`config.mk`:
```
export PLATFORM = sky130hd
export DESIGN_NAME = tilt_complementary_fir_filter_top_flat
export DESIGN_NICKNAME = d
export VERILOG_FILES = /design/src/hdl/tcf_pkg.sv /design/src/hdl/tcf_if.sv /design/src/hdl/tilt_complementary_fir_filter_top.sv /design/src/hdl/tcf_mac.sv /design/src/hdl/tcf_seq.sv /design/src/flat_wrapper.sv
export VERILOG_INCLUDE_DIRS = /design/src /design/src/hdl
export SDC_FILE = /design/constraint.sdc
export NUM_CORES = 2
export LEC_CHECK = 0
export BUFFER_PORTS_ARGS = -buffer_cell sky130_fd_sc_hd__buf_2
export CAP_MARGIN = 0
export CORE_ASPECT_RATIO = 0.75
export CORE_MARGIN = 1
export CORE_UTILIZATION = 50
export DETAILED_ROUTE_END_ITERATION = 16
export MAX_ROUTING_LAYER = met4
export PLACE_DENSITY = 0.68
export SLEW_MARGIN = 30
export SYNTH_ARGS = -nofsm -noshare
export SYNTH_HDL_FRONTEND = slang
export SYNTH_SLANG_ARGS = --single-unit
```
`constraint.sdc`:
```
create_clock -name clk -period 26.4 [get_ports clk]
set_input_delay 1.32 -clock clk [delete_from_list [all_inputs] [get_ports clk]]
set_output_delay 1.32 -clock clk [all_outputs]
set_load 0.01 [all_outputs]
```
`src/hdl/tilt_complementary_fir_filter_top_assert.svh`:
```
// assertion macros for the tilt filter top level
// expects clk and rst_n in the scope of use
`ifndef TILT_COMPLEMENTARY_FIR_FILTER_TOP_ASSERT_SVH
`define TILT_COMPLEMENTARY_FIR_FILTER_TOP_ASSERT_SVH

// same-cycle implication, checked out of reset
`define TCF_ASSERT_NOW(label, ante, cons, msg) \
  label: assert property (@(posedge clk) disable iff (!rst_n) (ante) |-> (cons)) \
    else $error(msg);

// next-cycle implication, checked out of reset
`define TCF_ASSERT_NEXT(label, ante, cons, msg) \
  label: assert property (@(posedge clk) disable iff (!rst_n) (ante) |=> (cons)) \
    else $error(msg);

`endif

```
`src/hdl/tcf_pkg.sv`:
```
// shared types, constants and fixed-point helpers for the tilt filter
// no dependencies
package tcf_pkg;

  localparam int ANGLE_W   = 16;
  localparam int GAIN_W    = 16;
  localparam int COEF_W    = GAIN_W + 2;
  localparam int PROD_W    = COEF_W + ANGLE_W;
  localparam int ACC_W     = PROD_W + 2;
  localparam int TAP_COUNT = 10;
  localparam int HIST_D    = TAP_COUNT - 1;
  localparam int TAP_W     = $clog2(TAP_COUNT);
  localparam int HIST_W    = $clog2(HIST_D);
  localparam int CFG_IDX_W = 2;

  typedef logic signed [ANGLE_W-1:0] angle_t;
  typedef logic        [GAIN_W-1:0]  gain_t;
  typedef logic signed [COEF_W-1:0]  coef_t;
  typedef logic signed [PROD_W-1:0]  prod_t;
  typedef logic signed [ACC_W-1:0]   acc_t;
  typedef logic        [TAP_W-1:0]   tap_idx_t;
  typedef logic        [HIST_W-1:0]  hist_idx_t;

  typedef enum logic [CFG_IDX_W-1:0] {
    REG_BLEND_GAIN   = 2'd0,
    REG_CORR_GAIN    = 2'd1,
    REG_TIME_STEP    = 2'd2,
    REG_FILTER_ORDER = 2'd3
  } reg_idx_t;

  localparam gain_t RST_BLEND_GAIN = 16'd64225;
  localparam gain_t RST_CORR_GAIN  = 16'd256;
  localparam gain_t RST_TIME_STEP  = 16'd328;

  localparam coef_t ONE_Q16 = 18'sd65536;

  localparam gain_t FIR_COEF [TAP_COUNT] = '{
    16'd442, 16'd1643, 16'd5368, 16'd10679, 16'd14636,
    16'd14636, 16'd10679, 16'd5368, 16'd1643, 16'd442
  };

  localparam logic signed [ACC_W:0] RND_Q8  = (ACC_W+1)'(128);
  localparam logic signed [ACC_W:0] RND_Q16 = (ACC_W+1)'(32768);

  typedef struct packed {
    gain_t blend_gain;
    gain_t correction_gain;
    gain_t time_step;
    logic  filter_order;
  } cfg_t;

  typedef struct packed {
    logic   en;
    logic   clr;
    coef_t  coef;
    angle_t data;
  } mac_op_t;

  function automatic coef_t gain_coef(gain_t g);
    return signed'({2'b00, g});
  endfunction

  // saturating add or subtract of two angles
  function automatic angle_t sat_add(angle_t a, angle_t b, logic sub);
    logic signed [ANGLE_W:0] s;
    s = sub ? ({a[ANGLE_W-1], a} - {b[ANGLE_W-1], b})
            : ({a[ANGLE_W-1], a} + {b[ANGLE_W-1], b});
    if (s[ANGLE_W] != s[ANGLE_W-1]) begin
      return {s[ANGLE_W], {(ANGLE_W-1){~s[ANGLE_W]}}};
    end
    return s[ANGLE_W-1:0];
  endfunction

  // round half up by 2^8 or 2^16, then saturate to an angle
  function automatic angle_t rnd_sat(acc_t acc, logic q16);
    logic signed [ACC_W:0] w;
    logic signed [ACC_W:0] sh;
    w  = {acc[ACC_W-1], acc} + (q16 ? RND_Q16 : RND_Q8);
    sh = q16 ? (w >>> 16) : (w >>> 8);
    if (!((&sh[ACC_W:ANGLE_W-1]) || (~|sh[ACC_W:ANGLE_W-1]))) begin
      return {sh[ACC_W], {(ANGLE_W-1){~sh[ACC_W]}}};
    end
    return sh[ANGLE_W-1:0];
  endfunction

endpackage

```
`src/hdl/tcf_if.sv`:
```
// valid/ready channel interfaces for sample and result transactions
// depends on tcf_pkg
interface tcf_in_if;
  logic            valid;
  logic            ready;
  tcf_pkg::angle_t accel_angle_x;
  tcf_pkg::angle_t rate_about_y;
  tcf_pkg::angle_t accel_angle_y;
  tcf_pkg::angle_t rate_about_x;

  modport source (
    output valid, accel_angle_x, rate_about_y, accel_angle_y, rate_about_x,
    input  ready
  );
  modport sink (
    input  valid, accel_angle_x, rate_about_y, accel_angle_y, rate_about_x,
    output ready
  );
endinterface

interface tcf_out_if;
  logic            valid;
  logic            ready;
  tcf_pkg::angle_t tilt_x;
  tcf_pkg::angle_t tilt_y;

  modport source (
    output valid, tilt_x, tilt_y,
    input  ready
  );
  modport sink (
    input  valid, tilt_x, tilt_y,
    output ready
  );
endinterface

```
`src/hdl/tilt_complementary_fir_filter_top.sv`:
```
// Two-axis tilt filter: complementary blend (first or second order) then a
// 10-tap symmetric FIR low-pass per axis, fixed point, 1/128 degree angles.
// in_ch carries one sample transaction: accel angle and gyro rate for x and y.
// out_ch carries one result transaction: tilt_x and tilt_y.
// cfg_we/cfg_index/cfg_wdata write blend_gain, correction_gain, time_step and
// filter_order; write only while no sample is in flight.
// Each sample is worked through in steps on the single multiply-accumulate unit:
// per axis one product per step (error gain in second order only, rate times
// step, two blend terms, ten FIR taps) plus result and rounding steps, x axis
// then y. The next sample is accepted only once the previous result has moved
// on to the output register.
// in_ch.ready is high only while idle; a new sample is accepted while the
// previous result still waits in the output register. If out_ch is stalled
// when the next result is done, the sequencer holds it until the register frees.
// Synchronous active-low reset clears the blend state, FIR history, output
// valid and loads the register defaults.
// depends on tcf_pkg, tcf_if, tcf_mac, tcf_seq and the assertion header
module tilt_complementary_fir_filter_top (
  input  logic                              clk,
  input  logic                              rst_n,
  tcf_in_if.sink                            in_ch,
  tcf_out_if.source                         out_ch,
  input  logic                              cfg_we,
  input  logic [tcf_pkg::CFG_IDX_W-1:0]     cfg_index,
  input  logic [tcf_pkg::GAIN_W-1:0]        cfg_wdata
);

  `include "tilt_complementary_fir_filter_top_assert.svh"

  tcf_pkg::cfg_t    cfg_r;
  tcf_pkg::mac_op_t mac_op;
  tcf_pkg::acc_t    acc;

  always_ff @(posedge clk) begin
    if (!rst_n) begin
      cfg_r.blend_gain      <= tcf_pkg::RST_BLEND_GAIN;
      cfg_r.correction_gain <= tcf_pkg::RST_CORR_GAIN;
      cfg_r.time_step       <= tcf_pkg::RST_TIME_STEP;
      cfg_r.filter_order    <= 1'b0;
    end else if (cfg_we) begin
      case (tcf_pkg::reg_idx_t'(cfg_index))
        tcf_pkg::REG_BLEND_GAIN:   cfg_r.blend_gain      <= cfg_wdata;
        tcf_pkg::REG_CORR_GAIN:    cfg_r.correction_gain <= cfg_wdata;
        tcf_pkg::REG_TIME_STEP:    cfg_r.time_step       <= cfg_wdata;
        tcf_pkg::REG_FILTER_ORDER: cfg_r.filter_order    <= cfg_wdata[0];
        default: begin
        end
      endcase
    end
  end

  tcf_seq u_seq (
    .clk    (clk),
    .rst_n  (rst_n),
    .cfg    (cfg_r),
    .in_ch  (in_ch),
    .out_ch (out_ch),
    .mac_op (mac_op),
    .acc    (acc)
  );

  tcf_mac u_mac (
    .clk (clk),
    .op  (mac_op),
    .acc (acc)
  );

  `TCF_ASSERT_NEXT(a_busy_after_accept, in_ch.valid && in_ch.ready, !in_ch.ready,
                   "sequencer ready right after accepting a transaction")
  `TCF_ASSERT_NOW(a_result_from_work, $rose(out_ch.valid), $past(!in_ch.ready),
                  "result raised while sequencer was idle")
  `TCF_ASSERT_NEXT(a_result_held_on_accept, in_ch.valid && in_ch.ready,
                   $stable(out_ch.tilt_x) && $stable(out_ch.tilt_y),
                   "output register changed on input accept")

endmodule

```
`src/hdl/tcf_mac.sv`:
```
// shared multiply-accumulate unit, one product per cycle into the accumulator while op.en is set
// depends on tcf_pkg
module tcf_mac (
  input  logic             clk,
  input  tcf_pkg::mac_op_t op,
  output tcf_pkg::acc_t    acc
);

  tcf_pkg::acc_t  acc_r;
  tcf_pkg::acc_t  acc_nxt;
  tcf_pkg::prod_t prod;

  always_comb begin
    prod    = op.coef * op.data;
    acc_nxt = (op.clr ? '0 : acc_r) + tcf_pkg::ACC_W'(prod);
  end

  always_ff @(posedge clk) begin
    if (op.en) begin
      acc_r <= acc_nxt;
    end
  end

  assign acc = acc_r;

endmodule

```
`src/hdl/tcf_seq.sv`:
```
// sequencer: blend and fir steps for both axes on the shared mac, state and result register
// depends on tcf_pkg, tcf_if and the accumulator of tcf_mac
module tcf_seq (
  input  logic             clk,
  input  logic             rst_n,
  input  tcf_pkg::cfg_t    cfg,
  tcf_in_if.sink           in_ch,
  tcf_out_if.source        out_ch,
  output tcf_pkg::mac_op_t mac_op,
  input  tcf_pkg::acc_t    acc
);

  typedef enum logic [8:0] {
    ST_IDLE = 9'b000000001,
    ST_CORR = 9'b000000010,
    ST_RATE = 9'b000000100,
    ST_PRED = 9'b000001000,
    ST_BLND = 9'b000010000,
    ST_BSTO = 9'b000100000,
    ST_FIR  = 9'b001000000,
    ST_FOUT = 9'b010000000,
    ST_DONE = 9'b100000000
  } state_t;

  state_t            state_r;
  state_t            state_nxt;
  state_t            axis_start;
  logic              axis_r;
  tcf_pkg::tap_idx_t tap_r;
  tcf_pkg::angle_t   ax_r, rx_r, ay_r, ry_r;
  tcf_pkg::angle_t   prev_r [2];
  tcf_pkg::angle_t   hist_r [2][tcf_pkg::HIST_D];
  tcf_pkg::angle_t   pred_r;
  tcf_pkg::angle_t   blend_r;
  tcf_pkg::angle_t   res_x_r, res_y_r;
  logic              out_valid_r;
  tcf_pkg::angle_t   out_x_r, out_y_r;

  tcf_pkg::angle_t   accel, rate, prev, err, rate_eff, pred, rounded, tap_val;
  tcf_pkg::hist_idx_t hidx;
  logic              out_free;

  always_comb begin
    accel      = axis_r ? ay_r : ax_r;
    rate       = axis_r ? ry_r : rx_r;
    prev       = prev_r[axis_r];
    err        = tcf_pkg::sat_add(accel, prev, 1'b1);
    rate_eff   = cfg.filter_order
               ? tcf_pkg::sat_add(rate, tcf_pkg::rnd_sat(acc, 1'b0), 1'b0) : rate;
    rounded    = tcf_pkg::rnd_sat(acc, 1'b1);
    pred       = tcf_pkg::sat_add(prev, rounded, 1'b0);
    hidx       = (tap_r == '0) ? '0 : tcf_pkg::HIST_W'(tap_r - 1'b1);
    tap_val    = (tap_r == '0) ? blend_r : hist_r[axis_r][hidx];
    axis_start = cfg.filter_order ? ST_CORR : ST_RATE;
    out_free   = !out_valid_r || out_ch.ready;
  end

  always_comb begin
    mac_op = '0;
    case (state_r)
      ST_CORR: begin
        mac_op = '{en: 1'b1, clr: 1'b1,
                   coef: tcf_pkg::gain_coef(cfg.correction_gain), data: err};
      end
      ST_RATE: begin
        mac_op = '{en: 1'b1, clr: 1'b1,
                   coef: tcf_pkg::gain_coef(cfg.time_step), data: rate_eff};
      end
      ST_PRED: begin
        mac_op = '{en: 1'b1, clr: 1'b1,
                   coef: tcf_pkg::ONE_Q16 - tcf_pkg::gain_coef(cfg.blend_gain),
                   data: accel};
      end
      ST_BLND: begin
        mac_op = '{en: 1'b1, clr: 1'b0,
                   coef: tcf_pkg::gain_coef(cfg.blend_gain), data: pred_r};
      end
      ST_FIR: begin
        mac_op = '{en: 1'b1, clr: (tap_r == '0),
                   coef: tcf_pkg::gain_coef(tcf_pkg::FIR_COEF[tap_r]), data: tap_val};
      end
      default: begin
        mac_op = '0;
      end
    endcase
  end

  always_comb begin
    state_nxt = state_r;
    case (state_r)
      ST_IDLE: if (in_ch.valid) state_nxt = axis_start;
      ST_CORR: state_nxt = ST_RATE;
      ST_RATE: state_nxt = ST_PRED;
      ST_PRED: state_nxt = ST_BLND;
      ST_BLND: state_nxt = ST_BSTO;
      ST_BSTO: state_nxt = ST_FIR;
      ST_FIR:  if (tap_r == tcf_pkg::tap_idx_t'(tcf_pkg::TAP_COUNT - 1)) state_nxt = ST_FOUT;
      ST_FOUT: state_nxt = axis_r ? ST_DONE : axis_start;
      ST_DONE: if (out_free) state_nxt = ST_IDLE;
      default: state_nxt = ST_IDLE;
    endcase
  end

  // control and filter state
  always_ff @(posedge clk) begin
    if (!rst_n) begin
      state_r     <= ST_IDLE;
      axis_r      <= 1'b0;
      tap_r       <= '0;
      out_valid_r <= 1'b0;
      for (int a = 0; a < 2; a++) begin
        prev_r[a] <= '0;
        for (int i = 0; i < tcf_pkg::HIST_D; i++) begin
          hist_r[a][i] <= '0;
        end
      end
    end else begin
      state_r <= state_nxt;
      if (state_r == ST_DONE && out_free) begin
        out_valid_r <= 1'b1;
      end else if (out_valid_r && out_ch.ready) begin
        out_valid_r <= 1'b0;
      end
      case (state_r)
        ST_IDLE: begin
          axis_r <= 1'b0;
        end
        ST_BSTO: begin
          prev_r[axis_r] <= rounded;
          tap_r          <= '0;
        end
        ST_FIR: begin
          tap_r <= tap_r + 1'b1;
        end
        ST_FOUT: begin
          for (int i = tcf_pkg::HIST_D - 1; i > 0; i--) begin
            hist_r[axis_r][i] <= hist_r[axis_r][i-1];
          end
          hist_r[axis_r][0] <= blend_r;
          axis_r            <= 1'b1;
        end
        default: begin
        end
      endcase
    end
  end

  // payload registers
  always_ff @(posedge clk) begin
    if (state_r == ST_IDLE && in_ch.valid) begin
      ax_r <= in_ch.accel_angle_x;
      rx_r <= in_ch.rate_about_y;
      ay_r <= in_ch.accel_angle_y;
      ry_r <= in_ch.rate_about_x;
    end
    if (state_r == ST_PRED) begin
      pred_r <= pred;
    end
    if (state_r == ST_BSTO) begin
      blend_r <= rounded;
    end
    if (state_r == ST_FOUT) begin
      if (axis_r) begin
        res_y_r <= rounded;
      end else begin
        res_x_r <= rounded;
      end
    end
    if (!rst_n) begin
      out_x_r <= '0;
      out_y_r <= '0;
    end else if (state_r == ST_DONE && out_free) begin
      out_x_r <= res_x_r;
      out_y_r <= res_y_r;
    end
  end

  assign in_ch.ready   = (state_r == ST_IDLE);
  assign out_ch.valid  = out_valid_r;
  assign out_ch.tilt_x = out_x_r;
  assign out_ch.tilt_y = out_y_r;

endmodule
```
`src/flat_wrapper.sv`:
```
// flat-port wrapper written by rule: the top's interface ports become plain ports
module tilt_complementary_fir_filter_top_flat 
  (clk, rst_n, cfg_we, cfg_index, cfg_wdata, in_ch_valid, in_ch_accel_angle_x, in_ch_rate_about_y, in_ch_accel_angle_y, in_ch_rate_about_x, in_ch_ready, out_ch_valid, out_ch_tilt_x, out_ch_tilt_y, out_ch_ready);
  tcf_in_if in_ch_i ();
  tcf_out_if out_ch_i ();
  input  logic clk;
  input  logic rst_n;
  input  logic cfg_we;
  input  logic [tcf_pkg::CFG_IDX_W-1:0] cfg_index;
  input  logic [tcf_pkg::GAIN_W-1:0] cfg_wdata;
  input wire logic [$bits(in_ch_i.valid)-1:0] in_ch_valid;
  input wire logic [$bits(in_ch_i.accel_angle_x)-1:0] in_ch_accel_angle_x;
  input wire logic [$bits(in_ch_i.rate_about_y)-1:0] in_ch_rate_about_y;
  input wire logic [$bits(in_ch_i.accel_angle_y)-1:0] in_ch_accel_angle_y;
  input wire logic [$bits(in_ch_i.rate_about_x)-1:0] in_ch_rate_about_x;
  output wire logic [$bits(in_ch_i.ready)-1:0] in_ch_ready;
  output wire logic [$bits(out_ch_i.valid)-1:0] out_ch_valid;
  output wire logic [$bits(out_ch_i.tilt_x)-1:0] out_ch_tilt_x;
  output wire logic [$bits(out_ch_i.tilt_y)-1:0] out_ch_tilt_y;
  input wire logic [$bits(out_ch_i.ready)-1:0] out_ch_ready;
  assign in_ch_i.valid = in_ch_valid;
  assign in_ch_i.accel_angle_x = in_ch_accel_angle_x;
  assign in_ch_i.rate_about_y = in_ch_rate_about_y;
  assign in_ch_i.accel_angle_y = in_ch_accel_angle_y;
  assign in_ch_i.rate_about_x = in_ch_rate_about_x;
  assign in_ch_ready = in_ch_i.ready;
  assign out_ch_valid = out_ch_i.valid;
  assign out_ch_tilt_x = out_ch_i.tilt_x;
  assign out_ch_tilt_y = out_ch_i.tilt_y;
  assign out_ch_i.ready = out_ch_ready;
  tilt_complementary_fir_filter_top u_core (.clk(clk), .rst_n(rst_n), .in_ch(in_ch_i), .out_ch(out_ch_i), .cfg_we(cfg_we), .cfg_index(cfg_index), .cfg_wdata(cfg_wdata));
endmodule
```
Word level (Yosys, flattened, before mapping)
Memories as Yosys holds them, arrays and structs flattened. A register that Yosys moved wholly into a read port is not among the register bits.
Index checks and enable logic that the tools add are counted.

operators by class
  add/subtract/negate cells = 9
  multiply operators = 1
  div/mod/pow operators = 0
  $lt $le $gt $ge = 2
  equality and inequality tests = 19
  shift-type cells = 0
  multiplexer cells = 50
  bitwise operators = 8
  reductions and logical operators = 27

operators by type and width
  kind                                                                    count
  16-bit two-way mux                                                      17
  36-bit one-hot mux with 5 select lines                                  1
  144-bit two-way mux                                                     1
  144-bit OR reduction                                                    1
  9-bit one-hot mux with 9 select lines                                   1
  16-bit binary-select mux with 4-bit select                              1
  36-bit by 17-bit adder with 37-bit output (second input constant)       1
  36-bit by 9-bit adder with 37-bit output (second input constant)        1
  36-bit adder                                                            1
  36-bit two-way mux                                                      1
  9-bit two-way mux                                                       4
  16-bit by 16-bit adder with 17-bit output                               2
  18-bit by 16-bit multiplier with 34-bit output                          1
  1-bit two-way mux                                                       20
  17-bit by 16-bit subtractor with 18-bit output (first input constant)   1
  16-bit by 16-bit subtractor with 17-bit output                          1
  16-bit OR reduction                                                     1
  14-bit AND reduction                                                    1
  14-bit OR reduction                                                     1
  2-bit AND reduction                                                     6
  5-bit greater-or-equal comparator (second input constant)               2
  4-bit inverter with 5-bit output                                        2
  9-bit by 1-bit equality test with 1-bit output (second input constant)  1
  9-bit by 2-bit equality test with 1-bit output (second input constant)  1
  28 further kinds                                                        46

word-level totals
  register bits after elaboration = 260
  bits in latches = 0
  memory bits (writable) = 320
  memory bits (read-only) = 256
  input port bits = 87
  logic and storage cells = 138
  memories kept = 3

memories
  memory               words  width  rd ports  clocked after Yosys merged registers in  write ports  line           RTL
  u_core.u_seq.hist_r  2      144    1         1                                        2            tcf_seq.sv:32  tcf_pkg::angle_t hist_r [2][tcf_pkg::HIST_D];
  (name not given)     16     16     1         0                                        0            tcf_seq.sv:80  coef: tcf_pkg::gain_coef(tcf_pkg::FIR_COEF[tap_r]), data: tap_val};
  u_core.u_seq.prev_r  2      16     1         1                                        2            tcf_seq.sv:31  tcf_pkg::angle_t prev_r [2];

Logic depth before layout (Yosys ltp)
  word-level depth = 13
  gate-level depth with buffers = 61

Hierarchy
Synthesis repeated with hierarchy kept, for this count alone.

unflattened totals
  cells, all modules = 4064
  area total of the unflattened synthesis = 42510.8 sq um

modules (own cells, without submodules)
  module                             instances  cells each  area each (sq um)
  tcf_seq                            1          2302        26442.9
  tcf_mac                            1          1567        14093.5
  tilt_complementary_fir_filter_top  1          195         1974.4

Worst setup path before layout
No wires, ideal clock.

  path kind = register to register
  start = register u_core.u_mac.acc_r[15] (netlist: u_core.u_mac.acc[15])
  end = register u_core.u_mac.acc_r[35] (netlist: u_core.u_mac.acc[35]) (data pin)
  library setup time = 0.274 ns
  data arrival time = 12.542 ns
  slack = 13.585 ns
  stages on the path, launching flop included = 54
  buffers on the path = 3
  clock period less this slack = 12.815 ns
  path through = edfxtp_1 -> ha_1 -> nand3_2 -> nor4_4 -> nand2_1 -> nor2_1 -> xor2_1 -> nand4bb_1 -> o41ai_4 -> buf_6 -> mux2i_1 -> ha_1 -> a21o_1 -> a21o_1 -> a221o_1 -> nor3_1 -> a21oi_1 -> a21o_1 -> [... 18 more ...] -> fa_1 -> inv_1 -> ha_1 -> a21o_1 -> a2111o_1 -> a211o_1 -> o21a_1 -> a221oi_1 -> o21bai_1 -> a21oi_1 -> xnor2_1 -> ha_1 -> a21o_1 -> a211oi_1 -> a31oi_1 -> a21bo_2 -> o41ai_1 -> xor2_1

on the way
  cells in the longest elaborated chain, start to end = 13
  elaborated cells on any way between the ends = 18

RTL lines
  item                                                            line                          RTL
  start, declared                                                 tcf_mac.sv:9                  tcf_pkg::acc_t acc_r;
  start signal, assigned                                          tcf_mac.sv:20                 acc_r <= acc_nxt;
  36-bit by 9-bit adder with 37-bit output                        tcf_pkg.sv:78                 w = {acc[ACC_W-1], acc} + (q16 ? RND_Q16 : RND_Q8);
  14-bit OR reduction                                             tcf_pkg.sv:80                 if (!((&sh[ACC_W:ANGLE_W-1]) || (~|sh[ACC_W:ANGLE_W-1]))) begin
  1-bit logical NOT                                               tcf_pkg.sv:80
  1-bit logical OR                                                tcf_pkg.sv:80
  16-bit two-way mux                                              tcf_pkg.sv:83                 return sh[ANGLE_W-1:0];
  16-bit by 16-bit adder with 17-bit output                       tcf_pkg.sv:67                 : ({a[ANGLE_W-1], a} + {b[ANGLE_W-1], b});
  1-bit != test / 1-bit inverter (equally long branches)          tcf_pkg.sv:68, tcf_pkg.sv:69
  1-bit two-way mux / 16-bit two-way mux (equally long branches)  tcf_pkg.sv:68                 if (s[ANGLE_W] != s[ANGLE_W-1]) begin
  16-bit two-way mux                                              tcf_pkg.sv:71                 return s[ANGLE_W-1:0];
  16-bit two-way mux                                              tcf_seq.sv:49                 ? tcf_pkg::sat_add(rate, tcf_pkg::rnd_sat(acc, 1'b0), 1'b0) : rate;
  36-bit one-hot mux with 5 select lines                          tcf_seq.sv:60                 case (state_r)
  18-bit by 16-bit multiplier with 34-bit output                  tcf_mac.sv:14                 prod = op.coef * op.data;
  36-bit adder (*)                                                tcf_mac.sv:15                 acc_nxt = (op.clr ? '0 : acc_r) + tcf_pkg::ACC_W'(prod);
  via u_core.u_mac.acc_nxt[35]                                    tcf_mac.sv:10                 tcf_pkg::acc_t acc_nxt;

Mark *: on every way through the listed nets, which the timed path passes. The rest lies on a longest branch. The select of a mux whose other input is x is not followed.
A chain may end at the register's enable or synchronous reset.

Worst setup path after layout
  start = register u_core.u_mac.acc_r[15] (netlist: u_core.u_mac.acc[15])
  end = register u_core.u_mac.acc_r[34] (netlist: u_core.u_mac.acc[34]) (data pin)

The elaborated chain is that of the path after synthesis.

==> out/metrics.csv <==
stage,metric,value,unit
run_status,status,completed,
clocking,"Reg clk slew, reported paths",0.06,ns
place,GP Congestion,0.977,
worst_setup_path,CP required,26.82,ns
floorplan,Placement Rows,89,
sta,post-route minimum period,14.94,ns
worst_setup_path,number of cells on the worst reg-to-reg path,53,
clocking,Post-CTS Setup Bufs,0,
place,Post-DP Area,42000,um2
route,Pre-antenna DRT Iters,6,
floorplan,Die Wd,331,um
sta,Final Worst Setup Slack,11.46,ns
final_layout,Non-Filler Instances,5130,
route,Iteration-0 DRC Markers,2741,
place,Final HPWL DP,76.0,mm
clocking,htree depth,2,
global_route,first-pass GRT wire length,167,mm
final_layout,Fillers,6946,
synth,register area share after synthesis,0.407,
job,total of max-cap violations,0,
power,Max IR drop VDD,0.0000585,V
synth,Post-synth top cells,"535 x nor2_1, 484 x edfxtp_1, 413 x nand2_1",
worst_setup_path,CP dominant cell by count,ha_1,
sta,Final Hold Vio Count,0,
sta,"Setup violations, final",0,
floorplan,height of the die,249,um
floorplan,CORE AREA,79400,um2
global_route,overall routing resource usage,0.270,
route,antenna violation net count after detailed routing,0,
place,DP Worst Slack,11.68,ns
final_layout,Layout Area Growth over Synthesis,8.62,%
floorplan,Starting Density,0.510,
synth,Synth area leaders,"edfxtp_1 36%, fa_1 10%, ha_1 6.7%, mux2i_1 5.1%, nor2_1 5.0%",
route,per-cell routed wire length,20.9,um
route,final wirelength,107,mm
worst_setup_path,CP max FO,17,
synth,share of the synthesized area in the top cell type,0.359,
route,Via Count,29500,
final_layout,post-route cell area,44000,um2
global_route,global route overflow,0,
worst_setup_path,CP Data Arrival Time,15.35,ns
global_route,largest net degree at the start of global routing,88,
clocking,worst skew pair latency,0.67,ns
synth,mean post-synth cell area,10.1,um2
final_layout,share of cells above drive strength 1,0.0973,
clocking,cts bufs inserted,60,
clocking,root buf cell,clkbuf_16,
synth,Mapped Area,40500,um2
worst_hold_path,hold depth,2,
power,total power,2.39,mW
synth,post-synthesis cell type count,116,
sta,Slew @ Worst Pin,1.04,ns
synth,top-count cell post-synth,nor2_1,
sta,Rel. slew slack,0.301,
worst_hold_path,Hold WC Path Type,flip-flop to flip-flop,
global_route,initial antenna violation count,5,
sta,FMAX,67.0,MHz
synth,number of synthesized flops with an enable pin,484,
synth,Synth area leader,edfxtp_1,
clocking,CTS Sinks,581,
power,power density over cell area,54.2,nW/um2
clocking,cts repair resizes,0,
route,vias per cell,5.74,
place,I/O Buffers,120,
power,leakage,17.7,nW
worst_setup_path,crit path launch type,flip-flop,
sta,Final Skew,0.0340,ns
worst_setup_path,slowest cell on the critical path,a211oi_4,
synth,"Top FF cell, synth",edfxtp_1,
global_route,vias in the first global route,28100,
sta,crit share post-route,0.566,
sta,max-slew violations,0,
route,DRC violations left,0,
worst_setup_path,worst setup path category,flip-flop to flip-flop,
final_layout,Total Nets Final,4546,
synth,share of flip-flops with an asynchronous set or reset,0,
synth,Synth Warn #,0,
synth,cells after synthesis,3994,
clocking,CTS tree,yes,
sta,setup TNS,0,ns
worst_setup_path,Crit. End Element,flip-flop,
clocking,cts hold-fix bufs,0,
floorplan,IO Count,121,
sta,RSZ-0062 raised after global routing,false,
synth,Yosys reg bits,581,
floorplan,die area,82200,um2
worst_setup_path,CP peak stage delay,0.78,ns
place,placed cells,5012,
clocking,maximum root-to-sink buffer count,3,
synth,Mapped Nets,4511,
[metrics by stage]
stage               hold WS [ns]   util
floorplan                  0.437      -
global placement           0.451  0.528
detailed placement         0.458  0.529
CTS                        0.467  0.554
global route               0.485  0.554
finish                     0.464  0.554
[logic make-up (layout without fill, tap and decap cells)]
logic type | count (synthesis) | in the layout | synth area share
and+or+nand+nor | 1469 | 1469 | 0.170
DFF | 581 | 581 | 0.407
AOI/OAI and AO/OA | 572 | 572 | 0.0971
buffers and inverters | 545 | 630 | 0.0567
adders and majority gates | 432 | 432 | 0.173
muxes | 255 | 255 | 0.0667
xor gates and xnor gates | 140 | 140 | 0.0303
other | 0 | 5 | 0
[registers in the layout, indices dropped and copies added, names as in the netlist, 9 cells and up, named ones only]
| register | cells |
|---|---|
| u_core.u_seq.res_y_r | 16 |
| u_core.u_seq.blend_r | 16 |
| u_core.u_mac.acc | 36 |
| u_core.u_seq.ry_r | 16 |
| u_core.u_seq.out_ch.tilt_y | 16 |
| u_core.u_seq.ax_r | 16 |
| u_core.u_seq.res_x_r | 16 |
| u_core.u_seq.hist_r | 288 |
| u_core.u_seq.ay_r | 16 |
| u_core.u_seq.prev_r | 32 |
| u_core.u_seq.pred_r | 16 |
| u_core.u_seq.out_ch.tilt_x | 16 |
| u_core.cfg_r | 49 |
| u_core.u_seq.state_r | 9 |
| u_core.u_seq.rx_r | 16 |
[layer usage]
layer	up-vias	wire (um)	global-route usage
met2	1246	44100	0.363
met3	137	10900	0.0570
met4	0	2220	0.0567
met1	14300	50000	0.413
met5	-	0	-
li1	13800	-	-
[path summary, 6_finish.rpt]
kind	startpoint	end	slack [ns]
min	u_core.u_seq.out_ch.tilt_y[0]	u_core.u_seq.out_ch.tilt_y[0]	0.46
min reg2reg	u_core.u_seq.out_ch.tilt_y[0]	u_core.u_seq.out_ch.tilt_y[0]	0.46
max	u_core.u_mac.acc[15]	u_core.u_mac.acc[34]	11.46
max reg2reg	u_core.u_mac.acc[15]	u_core.u_mac.acc[34]	11.46
[layout make-up]
type	instances	area (um2)	share of cell area
well taps	1046	1310	0.0297
inverters	348	1310	0.0297
multi-input cells	2868	21900	0.498
repair buffers	170	993	0.0226
diodes	5	12.5	0.000284
flip-flops and latches	581	16500	0.375
clock inverters	31	347	0.00788
clock buffers	81	1660	0.0378
[critical path: cells and delay by family, from the launching register on]
kind                       cells  cell delay, ns
AOI/OAI and AO/OA             20            5.40
xor gates and xnor gates       4            0.57
muxes                          1            0.24
adders and majority gates     11            4.56
DFF                            1            0.43
buffers and inverters          5            0.52
and+or+nand+nor               12            2.93
[power by group]
part	switching (mW)	internal (mW)	total, mW
registers	0.0225	1.05	1.08
logic	0.289	0.154	0.443
clock network	0.381	0.485	0.867
[layout by cell type, fill, tap and decap left out, types with 40 or more instances in the layout]
cell type  synthesis  layout
nor2_1           535     535
edfxtp_1         484     484
nand2_1          413     410
inv_1            347     347
ha_1             218     218
fa_1             212     212
mux2i_1          207     206
a21oi_1          132     131
buf_2             50     119
nand3_1          113     113
and2_1           105     104
dfxtp_1           97      95
o21ai_0           91      91
xnor2_1           91      90
a21boi_0          73      73
nand2b_1          69      68
clkbuf_16          0      62
xor2_1            49      49
buf_4             25      47
a21o_1            40      40
Power figures use the tool's default switching activity.
